$ cat config.mk
export PLATFORM = sky130hd
export DESIGN_NAME = led_sequence_player_core
export DESIGN_NICKNAME = d
export VERILOG_FILES = /design/src/design/lsp_pkg.sv /design/src/design/led_sequence_player_core.sv /design/src/design/lsp_table.sv /design/src/design/lsp_status.sv /design/src/design/lsp_seq.sv
export SDC_FILE = /design/constraint.sdc
export NUM_CORES = 1
export LEC_CHECK = 0
export ABC_AREA = 0
export BUFFER_PORTS_ARGS = -buffer_cell sky130_fd_sc_hd__buf_4
export CAP_MARGIN = 10
export CORE_ASPECT_RATIO = 0.5
export CORE_MARGIN = 2
export CORE_UTILIZATION = 40
export CTS_CLUSTER_DIAMETER = 150
export DETAILED_ROUTE_END_ITERATION = 10
export PLACE_DENSITY_LB_ADDON = 0.25
export SLEW_MARGIN = 20
export SYNTH_ARGS = -nofsm -noshare
export SYNTH_HDL_FRONTEND = slang
export SYNTH_HIERARCHICAL = 1
export SYNTH_SLANG_ARGS = --single-unit
$ cat constraint.sdc
create_clock -name clk -period 8.2 [get_ports clk]
set_input_delay 0 -clock clk [delete_from_list [all_inputs] [get_ports clk]]
set_output_delay 0 -clock clk [all_outputs]
set_load 0.01 [all_outputs]
$ cat src/design/lsp_pkg.sv
// shared types and constants for the led sequence player
`default_nettype none

package lsp_pkg;

  localparam int SLOT_COUNT_DEF = 5;
  localparam int LED_COUNT      = 3;

  localparam int CMD_W   = 3;
  localparam int SLOT_W  = 3;
  localparam int MASK_W  = 3;
  localparam int PER_W   = 16;
  localparam int DUR_W   = 24;
  localparam int CNT_W   = 3;
  localparam int STEP_W  = 3;
  localparam int HALF_W  = 10;

  localparam logic [DUR_W-1:0]  DUR_MAX        = '1;
  localparam logic [HALF_W-1:0] IDLE_HALF_RST  = HALF_W'(100);
  localparam logic [HALF_W-1:0] RUN_HALF_RST   = HALF_W'(500);

  // user leds that exist on the board
  localparam logic [MASK_W-1:0] LED_EN_MASK =
    (LED_COUNT >= MASK_W) ? '1 : MASK_W'((1 << LED_COUNT) - 1);

  localparam logic [0:0] CFG_IDLE_HALF = 1'b0;
  localparam logic [0:0] CFG_RUN_HALF  = 1'b1;

  typedef enum logic [1:0] {
    MODE_IDLE  = 2'd0,
    MODE_RUN   = 2'd1,
    MODE_PAUSE = 2'd2
  } mode_t;

  typedef enum logic [CMD_W-1:0] {
    CMD_TICK   = 3'd0,
    CMD_WRITE  = 3'd1,
    CMD_START  = 3'd2,
    CMD_STOP   = 3'd3,
    CMD_BUTTON = 3'd4
  } cmd_t;

  typedef struct packed {
    logic              en;
    logic [SLOT_W-1:0] slot;
    logic [MASK_W-1:0] mask;
    logic [PER_W-1:0]  period;
    logic [DUR_W-1:0]  dur;
  } tbl_wr_t;

  typedef struct packed {
    logic  fire;
    logic  tick;
    mode_t mode_cur;
    mode_t mode_nxt;
  } mode_evt_t;

endpackage

`default_nettype wire

$ cat src/design/led_sequence_player_core.sv
// led sequence player top level: input register, update logic, result register
//
//   channel | dir | handshake          | word
//   in_     | in  | in_valid/in_stall  | command, slot, mask, period, duration, count
//   out_    | out | out_valid/out_stall| user leds, status led, run mode, step number
//   cfg_    | in  | cfg_valid/cfg_ready| register index, 10-bit half time
//
// one word per cycle while out_stall is low; a word accepted into the input register
// moves on to the result register once that register is free or being emptied.
// the throughput is set by the single pass through the sequencer next-state logic.
// synchronous active-low reset clears control state; the step table is not cleared.
// in_stall rises only while a finished result is held by out_stall.
// cfg_ready is always high.
`default_nettype none

module led_sequence_player_core import lsp_pkg::*; #(
  parameter int SLOT_COUNT = SLOT_COUNT_DEF
) (
  input  wire logic              clk,
  input  wire logic              rst_n,
  input  wire logic              in_valid,
  output logic                   in_stall,
  input  wire logic [CMD_W-1:0]  in_command,
  input  wire logic [SLOT_W-1:0] in_step_slot,
  input  wire logic [MASK_W-1:0] in_lamp_mask,
  input  wire logic [PER_W-1:0]  in_period_ms,
  input  wire logic [DUR_W-1:0]  in_min_len_ms,
  input  wire logic [CNT_W-1:0]  in_play_count,
  output logic                   out_valid,
  input  wire logic              out_stall,
  output logic      [MASK_W-1:0] out_user_leds,
  output logic                   out_status_led,
  output logic      [1:0]        out_run_mode,
  output logic      [STEP_W-1:0] out_step_number,
  input  wire logic              cfg_valid,
  output logic                   cfg_ready,
  input  wire logic [0:0]        cfg_index,
  input  wire logic [HALF_W-1:0] cfg_wdata
);

  localparam int IDX_W = (SLOT_COUNT > 1) ? $clog2(SLOT_COUNT) : 1;
  localparam int POS_W = $clog2(SLOT_COUNT + 1);

  logic              s1_vld_r;
  logic [CMD_W-1:0]  s1_cmd_r;
  logic [SLOT_W-1:0] s1_slot_r;
  logic [MASK_W-1:0] s1_mask_r;
  logic [PER_W-1:0]  s1_per_r;
  logic [DUR_W-1:0]  s1_dur_r;
  logic [CNT_W-1:0]  s1_cnt_r;
  logic              adv, fire, in_take;

  logic [IDX_W-1:0]  rd_idx, mask_idx;
  logic [PER_W-1:0]  rd_period;
  logic [DUR_W-1:0]  rd_dur;
  logic [MASK_W-1:0] rd_mask, leds_nxt;
  logic [STEP_W-1:0] step_nxt;
  logic              status_led_nxt;
  tbl_wr_t           wr;
  mode_evt_t         evt;

  // result register free or being emptied
  assign adv      = !out_valid || !out_stall;
  assign fire     = s1_vld_r && adv;
  assign in_stall = s1_vld_r && !adv;
  assign in_take  = in_valid && !in_stall;
  assign cfg_ready = 1'b1;

  always_ff @(posedge clk) begin
    if (!rst_n) begin
      s1_vld_r <= 1'b0;
    end else if (adv || !s1_vld_r) begin
      s1_vld_r <= in_valid;
    end
  end

  always_ff @(posedge clk) begin
    if (in_take) begin
      s1_cmd_r  <= in_command;
      s1_slot_r <= in_step_slot;
      s1_mask_r <= in_lamp_mask;
      s1_per_r  <= in_period_ms;
      s1_dur_r  <= in_min_len_ms;
      s1_cnt_r  <= in_play_count;
    end
  end

  lsp_seq #(.SLOT_COUNT(SLOT_COUNT), .IDX_W(IDX_W), .POS_W(POS_W)) u_seq (
    .clk        (clk),
    .rst_n      (rst_n),
    .fire       (fire),
    .command    (s1_cmd_r),
    .step_slot  (s1_slot_r),
    .lamp_mask  (s1_mask_r),
    .period_ms  (s1_per_r),
    .min_len_ms (s1_dur_r),
    .play_count (s1_cnt_r),
    .rd_period  (rd_period),
    .rd_dur     (rd_dur),
    .rd_mask    (rd_mask),
    .rd_idx     (rd_idx),
    .mask_idx   (mask_idx),
    .wr         (wr),
    .evt        (evt),
    .leds_nxt   (leds_nxt),
    .step_nxt   (step_nxt)
  );

  lsp_table #(.SLOT_COUNT(SLOT_COUNT), .IDX_W(IDX_W)) u_table (
    .clk      (clk),
    .wr       (wr),
    .rd_idx   (rd_idx),
    .mask_idx (mask_idx),
    .rd_period(rd_period),
    .rd_dur   (rd_dur),
    .rd_mask  (rd_mask)
  );

  lsp_status u_status (
    .clk           (clk),
    .rst_n         (rst_n),
    .cfg_we        (cfg_valid && cfg_ready),
    .cfg_index     (cfg_index),
    .cfg_wdata     (cfg_wdata),
    .evt           (evt),
    .status_led_nxt(status_led_nxt)
  );

  always_ff @(posedge clk) begin
    if (!rst_n) begin
      out_valid <= 1'b0;
    end else if (adv) begin
      out_valid <= s1_vld_r;
    end
  end

  always_ff @(posedge clk) begin
    if (fire) begin
      out_user_leds   <= leds_nxt;
      out_status_led  <= status_led_nxt;
      out_run_mode    <= evt.mode_nxt;
      out_step_number <= step_nxt;
    end
  end

endmodule

`default_nettype wire

$ cat src/design/lsp_table.sv
// step table: mask, period and duration per slot
`default_nettype none

module lsp_table import lsp_pkg::*; #(
  parameter int SLOT_COUNT = SLOT_COUNT_DEF,
  parameter int IDX_W      = (SLOT_COUNT > 1) ? $clog2(SLOT_COUNT) : 1
) (
  input  wire logic              clk,
  input  wire tbl_wr_t           wr,
  input  wire logic [IDX_W-1:0]  rd_idx,
  input  wire logic [IDX_W-1:0]  mask_idx,
  output logic      [PER_W-1:0]  rd_period,
  output logic      [DUR_W-1:0]  rd_dur,
  output logic      [MASK_W-1:0] rd_mask
);

  logic [MASK_W-1:0] masks_r   [SLOT_COUNT];
  logic [PER_W-1:0]  periods_r [SLOT_COUNT];
  logic [DUR_W-1:0]  durs_r    [SLOT_COUNT];
  logic [IDX_W-1:0]  wr_idx;

  assign wr_idx = IDX_W'(wr.slot);

  always_ff @(posedge clk) begin
    if (wr.en) begin
      masks_r[wr_idx]   <= wr.mask;
      periods_r[wr_idx] <= wr.period;
      durs_r[wr_idx]    <= wr.dur;
    end
  end

  assign rd_period = periods_r[rd_idx];
  assign rd_dur    = durs_r[rd_idx];

  // a write in the same item is already visible in its result
  always_comb begin
    if (wr.en && wr_idx == mask_idx) begin
      rd_mask = wr.mask;
    end else begin
      rd_mask = masks_r[mask_idx];
    end
  end

endmodule

`default_nettype wire

$ cat src/design/lsp_status.sv
// status led blink timer and its half-time registers
`default_nettype none

module lsp_status import lsp_pkg::*; (
  input  wire logic              clk,
  input  wire logic              rst_n,
  input  wire logic              cfg_we,
  input  wire logic [0:0]        cfg_index,
  input  wire logic [HALF_W-1:0] cfg_wdata,
  input  wire mode_evt_t         evt,
  output logic                   status_led_nxt
);

  logic [HALF_W-1:0] idle_half_r, run_half_r;
  logic [HALF_W-1:0] stat_time_r, stat_time_nxt, stat_time_inc, half;
  logic              stat_on_r, stat_on_nxt;

  always_ff @(posedge clk) begin
    if (!rst_n) begin
      idle_half_r <= IDLE_HALF_RST;
      run_half_r  <= RUN_HALF_RST;
    end else if (cfg_we) begin
      case (cfg_index)
        CFG_IDLE_HALF: idle_half_r <= cfg_wdata;
        CFG_RUN_HALF:  run_half_r  <= cfg_wdata;
        default: ;
      endcase
    end
  end

  always_comb begin
    half = (evt.mode_cur == MODE_RUN) ? run_half_r : idle_half_r;
    if (half == '0) begin
      half = HALF_W'(1);
    end
    stat_time_inc = stat_time_r + HALF_W'(1);
    stat_time_nxt = stat_time_r;
    stat_on_nxt   = stat_on_r;
    if (evt.fire) begin
      if (evt.tick && evt.mode_cur != MODE_PAUSE) begin
        if (stat_time_inc >= half) begin
          stat_time_nxt = '0;
          stat_on_nxt   = ~stat_on_r;
        end else begin
          stat_time_nxt = stat_time_inc;
        end
      end
      // every mode starts its pattern lit
      if (evt.mode_nxt != evt.mode_cur) begin
        stat_time_nxt = '0;
        stat_on_nxt   = 1'b1;
      end
    end
  end

  always_ff @(posedge clk) begin
    if (!rst_n) begin
      stat_time_r <= '0;
      stat_on_r   <= 1'b1;
    end else begin
      stat_time_r <= stat_time_nxt;
      stat_on_r   <= stat_on_nxt;
    end
  end

  assign status_led_nxt = (evt.mode_nxt == MODE_PAUSE) ? 1'b1 : stat_on_nxt;

endmodule

`default_nettype wire

$ cat src/design/lsp_seq.sv
// sequencer: run mode, step position and step timing
`default_nettype none

module lsp_seq import lsp_pkg::*; #(
  parameter int SLOT_COUNT = SLOT_COUNT_DEF,
  parameter int IDX_W      = (SLOT_COUNT > 1) ? $clog2(SLOT_COUNT) : 1,
  parameter int POS_W      = $clog2(SLOT_COUNT + 1)
) (
  input  wire logic              clk,
  input  wire logic              rst_n,
  input  wire logic              fire,
  input  wire logic [CMD_W-1:0]  command,
  input  wire logic [SLOT_W-1:0] step_slot,
  input  wire logic [MASK_W-1:0] lamp_mask,
  input  wire logic [PER_W-1:0]  period_ms,
  input  wire logic [DUR_W-1:0]  min_len_ms,
  input  wire logic [CNT_W-1:0]  play_count,
  input  wire logic [PER_W-1:0]  rd_period,
  input  wire logic [DUR_W-1:0]  rd_dur,
  input  wire logic [MASK_W-1:0] rd_mask,
  output logic      [IDX_W-1:0]  rd_idx,
  output logic      [IDX_W-1:0]  mask_idx,
  output tbl_wr_t                wr,
  output mode_evt_t              evt,
  output logic      [MASK_W-1:0] leds_nxt,
  output logic      [STEP_W-1:0] step_nxt
);

  mode_t              mode_r, mode_nxt;
  logic [POS_W-1:0]   pos_r, pos_nxt, pos_inc, loaded_r, loaded_nxt;
  logic               pend_r, pend_nxt;
  logic [DUR_W-1:0]   st_r, st_nxt, st_inc;
  logic [PER_W-1:0]   ht_r, ht_nxt, ht_inc, half;
  logic               blink_r, blink_nxt;
  logic               step_end;
  cmd_t               cmd;

  function automatic logic [IDX_W-1:0] to_idx(input logic [POS_W-1:0] p);
    return (32'(p) < SLOT_COUNT) ? IDX_W'(p) : '0;
  endfunction

  assign cmd     = cmd_t'(command);
  assign rd_idx  = to_idx(pos_r);
  assign pos_inc = pos_r + POS_W'(1);
  assign st_inc  = (st_r < DUR_MAX) ? st_r + DUR_W'(1) : st_r;
  assign ht_inc  = ht_r + PER_W'(1);

  always_comb begin
    half = rd_period >> 1;
    if (half == '0) begin
      half = PER_W'(1);
    end
  end

  // next state
  always_comb begin
    mode_nxt   = mode_r;
    pos_nxt    = pos_r;
    loaded_nxt = loaded_r;
    pend_nxt   = pend_r;
    st_nxt     = st_r;
    ht_nxt     = ht_r;
    blink_nxt  = blink_r;
    step_end   = 1'b0;
    if (fire) begin
      case (cmd)
        CMD_TICK: begin
          if (mode_r == MODE_RUN) begin
            st_nxt = st_inc;
            if (rd_period == '0) begin
              blink_nxt = 1'b1;
              step_end  = (st_inc >= rd_dur);
            end else if (ht_inc >= half) begin
              ht_nxt = '0;
              if (st_inc >= rd_dur) begin
                step_end = 1'b1;
              end else begin
                blink_nxt = ~blink_r;
              end
            end else begin
              ht_nxt = ht_inc;
            end
            if (step_end) begin
              pos_nxt = pos_inc;
              if (pos_inc >= loaded_r) begin
                mode_nxt = MODE_IDLE;
                pend_nxt = 1'b0;
              end else if (pend_r) begin
                mode_nxt = MODE_PAUSE;
                pend_nxt = 1'b0;
              end else begin
                st_nxt    = '0;
                ht_nxt    = '0;
                blink_nxt = 1'b1;
              end
            end
          end
        end
        CMD_START: begin
          if (play_count != '0) begin
            loaded_nxt = (32'(play_count) > SLOT_COUNT) ? POS_W'(SLOT_COUNT)
                                                         : POS_W'(play_count);
            pos_nxt    = '0;
            pend_nxt   = 1'b0;
            st_nxt     = '0;
            ht_nxt     = '0;
            blink_nxt  = 1'b1;
            mode_nxt   = MODE_RUN;
          end
        end
        CMD_STOP: begin
          pend_nxt = 1'b0;
          mode_nxt = MODE_IDLE;
        end
        CMD_BUTTON: begin
          if (mode_r == MODE_RUN) begin
            pend_nxt = 1'b1;
          end else if (mode_r == MODE_PAUSE) begin
            st_nxt    = '0;
            ht_nxt    = '0;
            blink_nxt = 1'b1;
            mode_nxt  = MODE_RUN;
          end
        end
        default: ;
      endcase
    end
  end

  // outputs
  always_comb begin
    wr.en        = fire && (cmd == CMD_WRITE) && (32'(step_slot) < SLOT_COUNT);
    wr.slot      = step_slot;
    wr.mask      = lamp_mask;
    wr.period    = period_ms;
    wr.dur       = min_len_ms;
    evt.fire     = fire;
    evt.tick     = (cmd == CMD_TICK);
    evt.mode_cur = mode_r;
    evt.mode_nxt = mode_nxt;
    mask_idx     = to_idx(pos_nxt);
    leds_nxt     = (mode_nxt == MODE_RUN && blink_nxt) ? (rd_mask & LED_EN_MASK) : '0;
    step_nxt     = STEP_W'(pos_nxt);
  end

  always_ff @(posedge clk) begin
    if (!rst_n) begin
      mode_r   <= MODE_IDLE;
      pos_r    <= '0;
      loaded_r <= '0;
      pend_r   <= 1'b0;
      st_r     <= '0;
      ht_r     <= '0;
      blink_r  <= 1'b0;
    end else begin
      mode_r   <= mode_nxt;
      pos_r    <= pos_nxt;
      loaded_r <= loaded_nxt;
      pend_r   <= pend_nxt;
      st_r     <= st_nxt;
      ht_r     <= ht_nxt;
      blink_r  <= blink_nxt;
    end
  end

endmodule

`default_nettype wire

==> out/qor.csv, run 1 <==
metric;value;unit
status;finished clean;
cts.htree.levels;2;
rows;52;
whs;0.06283;ns
ant_nets;0;
maxSlewViolCount;0;
grt_max_degree;53;
max_slew_margin;36.54;%
clk_pin_slew_worst_paths;0.07;ns
r2r_slack;1.70;ns
synth_area;16400;um2
hold_path_end;u_status/run_half_r[0];
cts_made_buffers;36;
avgSynthCellArea;13.50;um2
dp_slack;1.678;ns
grt.overflow.total;0;
cts_tree;yes;
rr_worst_depth;19;
endpoint_kind;register;
clock_sinks;359;
synthFlopType;edfxtp_1;
worstSkewPairLatency;0.54;ns
synthToLayoutAreaGrowth;17.18;%
nets;1461;
die_area;42730;um2
final.setup_skew;0.02607;ns
track_usage;16.10;%
seq_area_frac_synth;60.68;%
max-vdd-ir-drop;0.1374;mV
tns;0;ns
netlist_instances;1215;
ys_warn_count;6;
max_freq;153.9;MHz
cts_hold_buf;75;
grt_pass1_wl;54850;um
drt_iter0_drc;705;
min_from;cfg_valid;
wl;34170;um
worst_slack;1.703;ns
async_flop_share;0;%
synth_edf_count;276;
finalCriticalPeriod;6.497;ns
cp.required;8.48;ns
cts_buffer_depth;3;
vias;9983;
num_antenna_cells;0;
via_per_inst;5.249;
die_w;290.3;um
whs_path_depth;4;
worstSetupPathType;register to register;
cts-resized-gates;0;
port-buffer-count;78;
worstPathArrival;6.78;ns
num_io_pins;80;
total_power;3.753;mW
gp_congestion;0.8418;
final_hold_viol_count;0;
r2r-start;u_seq/pos_r[0];
hp-class;input pin to register;
drtPass1Iterations;5;
leakagePower;6.878;nW
drive_gt1_share;19.38;%
finalCritPeriodShare;79.24;%
syn-num-nets;1339;
max_slew.worst_pin.slew;0.9499;ns
r2r-end;out_user_leds[0];
grt_pass1_vias;10210;
post_cts.repair.setup_buffers;0;
power_density;195.3;nW/um2
start_util;40.58;%
fp.dieH;147.2;um
ys_types;79;
finalSetupViolCount;0;
synth-seq-cells;359;
cap_violations;0;
critPathLaunchType;register;
core_area;40400;um2
antenna_found_initial;0;
route.detailed.drc;0;
rsz0062_at_grt;false;
wire_per_inst;17.97;um
cts-root-buf;clkbuf_16;
crit_fanout;18;
place_hpwl;22290;um
==> where the power goes <==
group	switching, mW	leakage, nW	internal [mW]	total, mW
Clock	0.682	0.559	0.928	1.61
Combinational	0.0597	3.12	0.0690	0.129
Sequential	0.0298	3.20	1.98	2.01
Total	0.772	6.88	2.98	3.75
==> how the worst max path moves through the flow <==
stage / start / endpoint / cells after the start / slack [ns]
floorplan: out_valid / u_table/durs_r[0][0] / 5 / 1.19
global placement: u_seq/pos_r[0] / out_user_leds[1] / 19 / 1.83
detailed placement: u_seq/pos_r[0] / out_user_leds[0] / 18 / 1.68
CTS: u_seq/pos_r[0] / out_user_leds[0] / 18 / 1.63
global route: u_seq/pos_r[0] / out_user_leds[1] / 18 / 1.19
finish: u_seq/pos_r[0] / out_user_leds[0] / 19 / 1.70
==> per-layer routing <==
layer	vias to the layer above	track usage, %	routed length, um
met3	48	3.071	1324
li1	4776	-	-
met5	-	0	0
met4	0	3.776	532
met2	157	26.95	16300
met1	5002	21.82	16020
==> placed cells by master, fill, tap and decap left out, types with 4 or more instances in the layout <==
cell,Yosys,layout
nand3_1,37,37
and3_1,11,11
clkinv_1,1,5
or3_1,5,5
mux4_2,43,43
a211oi_1,9,9
mux2_2,45,45
o21ai_0,25,25
or2_2,4,4
mux2i_1,17,17
xnor2_1,33,33
a31oi_1,17,17
ha_1,56,56
nor2b_1,14,11
nand4_1,21,21
o2bb2ai_1,10,10
nor2_1,60,60
inv_1,62,62
a21oi_1,38,38
clkbuf_16,0,37
a21o_1,4,4
dfxtp_1,83,83
o21a_1,9,9
xor2_1,15,15
clkbuf_1,25,10
a21boi_0,12,11
and2_1,10,10
nor3_1,17,16
nand2_1,91,91
nand2b_1,12,12
a22o_1,9,9
edfxtp_1,276,276
nor4_1,11,11
dlygate4sd3_1,0,75
buf_4,48,96
a22oi_1,14,14
==> cell type report <==
| class | count | area [um2] |
|---|---|---|
| Tap cell | 540 | 675.6 |
| Fill cell | 3488 | 21190 |
| Multi-Input combinational cell | 706 | 5723 |
| Inverter | 63 | 236.5 |
| Sequential cell | 359 | 9950 |
| Clock inverter | 13 | 152.6 |
| Clock buffer | 50 | 1005 |
| Timing Repair Buffer | 171 | 1471 |
==> critical path, cell delays in order (launching register included) <==
cell      delay, ns
dfxtp_1        0.46
nor2b_4        0.78
mux4_2         0.59
mux2_2         0.28
nor4_1         0.50
nand4_1        0.22
nand2b_1       0.12
ha_1           0.12
nand2b_1       0.09
a211oi_1       0.07
o21a_1         0.20
o311a_2        0.38
a21oi_4        0.32
and3_1         0.21
a311o_1        0.18
nor2b_1        0.46
mux4_2         0.56
mux2_1         0.29
mux2_2         0.26
and3_1         0.14
==> sequential cells by signal, summed over array words and instances, names as in the netlist, 2 cells and up <==
signal / flops
u_table/durs_r: 120
u_table/periods_r: 80
s1_dur_r: 24
u_seq/st_r: 24
s1_per_r: 16
u_seq/ht_r: 16
u_table/masks_r: 15
u_status/idle_half_r: 10
u_status/run_half_r: 10
u_status/stat_time_r: 10
out_step_number: 3
out_user_leds: 3
s1_cmd_r: 3
s1_cnt_r: 3
s1_mask_r: 3
s1_slot_r: 3
u_seq/loaded_r: 3
u_seq/pos_r: 3
out_run_mode: 2
u_seq/mode_r: 2
==> logic make-up after synthesis <==
kind of cell | synth area share, %
flip-flops | 60.68
adder cells (fa/ha/maj) | 4.273
multiplexers | 10.17
AND/OR/NAND/NOR | 10.09
buffers and inverters | 4.868
other | 0.02287
AO/OA/AOI/OAI | 7.333
XOR/XNOR | 2.564
==> synthesized netlist by cell type (3+ instances only) <==
library cell  number  share of area [%]
nor3b_1            3               0.14
xor2_1            15               0.80
o211ai_1           3               0.14
dfxtp_1           83                 10
a211oi_1           9               0.41
clkbuf_1          25               0.57
mux2i_1           17                1.0
a21o_1             4               0.18
nand2b_1          12               0.46
a21boi_0          12               0.55
nor4_1            11               0.42
o21a_1             9               0.41
or3_1              5               0.19
nand3_1           37                1.1
buf_2              8               0.24
nor2b_1           14               0.53
mux4_2            43                5.9
nor2_1            60                1.4
nand4_1           21               0.80
o21ai_0           25               0.76
and3_1            11               0.42
buf_4             48                2.2
o2bb2ai_1         10               0.53
and2_1            10               0.38
or2_2              4               0.15
a22o_1             9               0.48
inv_1             62                1.4
a31oi_1           17               0.65
buf_6              6               0.41
ha_1              56                4.3
a21oi_1           38                1.2
nor3_1            17               0.52
nand2_1           91                2.1
a22oi_1           14               0.64
edfxtp_1         276                 51
xnor2_1           33                1.8
mux2_2            45                3.1
==> through the flow <==
step	cells	area (um2)	util, %
after floorplan	1215	16400	-
after global placement	1764	17310	42.83
after detailed placement	1764	17310	42.83
after CTS	1902	19210	47.55
after global routing	1902	19210	47.55
final	1902	19210	47.55
No activity file was read; power rests on OpenSTA's default activity.
==> run 2, diff against run 1 <==
--- a/config.mk
+++ b/config.mk
@@ -5,7 +5,7 @@
 export SDC_FILE = /design/constraint.sdc
 export NUM_CORES = 1
 export LEC_CHECK = 0
-export ABC_AREA = 0
+export ABC_AREA = 1
 export BUFFER_PORTS_ARGS = -buffer_cell sky130_fd_sc_hd__buf_4
 export CAP_MARGIN = 10
 export CORE_ASPECT_RATIO = 0.5
==> constraint.sdc (replaced) <==
create_clock -name clk -period 5.3 [get_ports clk]
set_input_delay 0 -clock clk [delete_from_list [all_inputs] [get_ports clk]]
set_output_delay 0 -clock clk [all_outputs]
set_load 0.01 [all_outputs]
==> out/qor.csv, run 2 <==
metric;value;unit;change
synth_most_common_cell;nand2_1;;was edfxtp_1
rows;53;;was 52
num_io_pins;80;;unchanged
grt_max_degree;53;;unchanged
dp_slack;0.4435;ns;was 1.678 ns
wl;37620;um;was 34170 um
status;finished clean;;unchanged
via_per_inst;4.777;;was 5.249
cts.htree.levels;2;;unchanged
total_power;5.903;mW;was 3.753 mW
largest_reg_flops;120;;unchanged
rsz0062_at_grt;false;;unchanged
core_area;41840;um2;was 40400 um2
worstPathArrival;4.96;ns;was 6.78 ns
max_freq;213.8;MHz;was 153.9 MHz
cp.required;5.59;ns;was 8.48 ns
synthFlopType;edfxtp_1;;unchanged
synthToLayoutAreaGrowth;17.01;%;was 17.18%
final_hold_viol_count;0;;unchanged
synth_common_cells;nand2_1, edfxtp_1, nor2_1;;was edfxtp_1, nand2_1, dfxtp_1
maxSlewViolCount;0;;unchanged
cts_made_buffers;36;;unchanged
grt_pass1_vias;11000;;was 10.21k
finalCriticalPeriod;4.676;ns;was 6.497 ns
hp-class;input pin to register;;unchanged
rr_worst_depth;30;;was 19
endpoint_kind;register;;unchanged
drt_iter0_drc;858;;was 705
ys_warn_count;6;;unchanged
seq_area_frac_synth;58.92;%;was 60.68%
place_hpwl;23400;um;was 22290 um
clk_pin_slew_worst_paths;0.07;ns;about the same
antenna_found_initial;0;;unchanged
max-vdd-ir-drop;0.1852;mV;was 0.1374 mV
cp_slowest_cell;dfxtp_1;;was nor2b_4
worst_slack;0.6237;ns;was 1.703 ns
ant_nets;0;;unchanged
whs_path_depth;3;;was 4
cap_violations;0;;unchanged
avgSynthCellArea;9.778;um2;was 13.50 um2
cts_buffer_depth;3;;unchanged
grt.overflow.total;0;;unchanged
track_usage;17.35;%;was 16.10%
wire_per_inst;15.37;um;was 17.97 um
clock_sinks;359;;unchanged
mostFrequentLayoutCells;nand2_1, edfxtp_1, nor2_1;;was edfxtp_1, buf_4, nand2_1
die_w;294.6;um;was 290.3 um
final.setup_skew;0.01992;ns;was 0.02607 ns
ys_types;53;;was 79
drtPass1Iterations;5;;unchanged
finalSetupViolCount;0;;unchanged
crit_top_cell;nand2_2;;
cpPeakStageDelay;0.38;ns;was 0.78 ns
nets;1968;;was 1461
num_antenna_cells;0;;unchanged
fillers;3859;;was 3488
layout_commonest_cell;nand2_1;;was edfxtp_1
tns;0;ns;unchanged
dpl.cell_count;2304;;was 1764
start_util;40.36;%;was 40.58%
grt_pass1_wl;59700;um;was 54850 um
instances_no_fill;2448;;was 1902
route.detailed.drc;0;;unchanged
vias;11690;;was 9983
critPathLaunchType;register;;unchanged
synth_area_leaders;edfxtp_1, dfxtp_1, nand2_1;;was edfxtp_1, dfxtp_1, mux4_2
synth_top_cell_by_area;edfxtp_1;;unchanged
power_density;298.7;nW/um2;was 195.3 nW/um2
fp.dieH;149.3;um;was 147.2 um
die_area;43980;um2;was 42730 um2
finalCritPeriodShare;88.23;%;was 79.24%
worstSkewPairLatency;0.55;ns;was 0.54 ns
worstSetupPathType;register to register;;unchanged
netlist_instances;1727;;was 1215
synth_edf_count;276;;unchanged
cts-root-buf;clkbuf_16;;unchanged
reg_top3;u_table/durs_r x120, u_table/periods_r x80;;unchanged
async_flop_share;0;%;unchanged
leakagePower;7.751;nW;was 6.878 nW
port-buffer-count;78;;unchanged
gp_congestion;0.8081;;was 0.8418
cts_tree;yes;;unchanged
syn-num-nets;1851;;was 1339
max_slew_margin;33.15;%;was 36.54%
drive_gt1_share;12.29;%;was 19.38%
yosysTopAreaCellShare;49.08;%;was 50.55%
max_slew.worst_pin.slew;1.000;ns;was 0.9499 ns
synth_area;16890;um2;was 16400 um2
synth-seq-cells;359;;unchanged
top_register;u_table/durs_r;;unchanged
crit_fanout;8;;was 18
run 2: final cells by class:
cell class,count,area [um2],area share [%]
clock buffers,45,955.9,4.838
repair buffers,182,1590,8.048
multi-input cells,1115,5758,29.14
flip-flops and latches,359,9950,50.35
well taps,577,721.9,3.654
inverters,150,569.3,2.881
clock inverters,20,215.2,1.089
run 2: where the power goes:
part	switching (mW)	internal, mW
sequential	0.0371	3.07
combinational	0.120	0.106
clock	1.11	1.45
run 2: through the flow:
step | utilization, % | instance area, um2 | hold slack (ns)
floorplan | - | 16890 | 0.09887
global placement | 42.47 | 17770 | 0.1783
detailed placement | 42.47 | 17770 | 0.1792
CTS | 47.07 | 19690 | 0.03398
global route | 47.22 | 19760 | 0.08807
finish | 47.22 | 19760 | 0.05391
run 2: per-layer routing:
| metal | GRT usage [%] | vias up | wire, um |
|---|---|---|---|
| li1 | - | 5991 | - |
| met4 | 3.648 | 0 | 510 |
| met5 | 0 | - | 0 |
| met3 | 3.114 | 43 | 2030 |
| met1 | 25.78 | 5418 | 19010 |
| met2 | 26.49 | 241 | 16070 |
run 2: cell families after synthesis:
logic type      share of synthesized area, %
simple gates                           18.40
compound gates                         8.787
buf+inv                                7.320
xor+xnor                               2.223
fa+ha+maj                              4.149
mux                                   0.1778
other cells                          0.02221
flops                                  58.92
run 2: what timing repair did:
action | in CTS | in global routing
buffers inserted | 0 | 4
endpoints found under the hold margin | 88 | 0
setup endpoints to repair | 0 | 3
gates resized for setup | 0 | 7
hold buffers | 75 | 0
run 2: final timing paths:
path | slack (ns) | endpoint | startpoint
hold / removal | 0.05 | u_status/run_half_r[3] | cfg_valid
setup reg to reg | 0.62 | out_user_leds[2] | u_seq/st_r[1]
hold reg to reg | 0.45 | u_status/idle_half_r[0] | u_status/idle_half_r[0]
setup / recovery | 0.62 | out_user_leds[2] | u_seq/st_r[1]
run 2: critical path, delay by kind of cell, from the launching register on:
| family | cells | cell delay (ns) |
|---|---|---|
| AOI/OAI and AO/OA | 3 | 0.43 |
| xor gates and xnor gates | 1 | 0.21 |
| adders and majority gates | 2 | 0.48 |
| buffers and inverters | 4 | 0.27 |
| DFF | 1 | 0.38 |
| and+or+nand+nor | 20 | 2.63 |
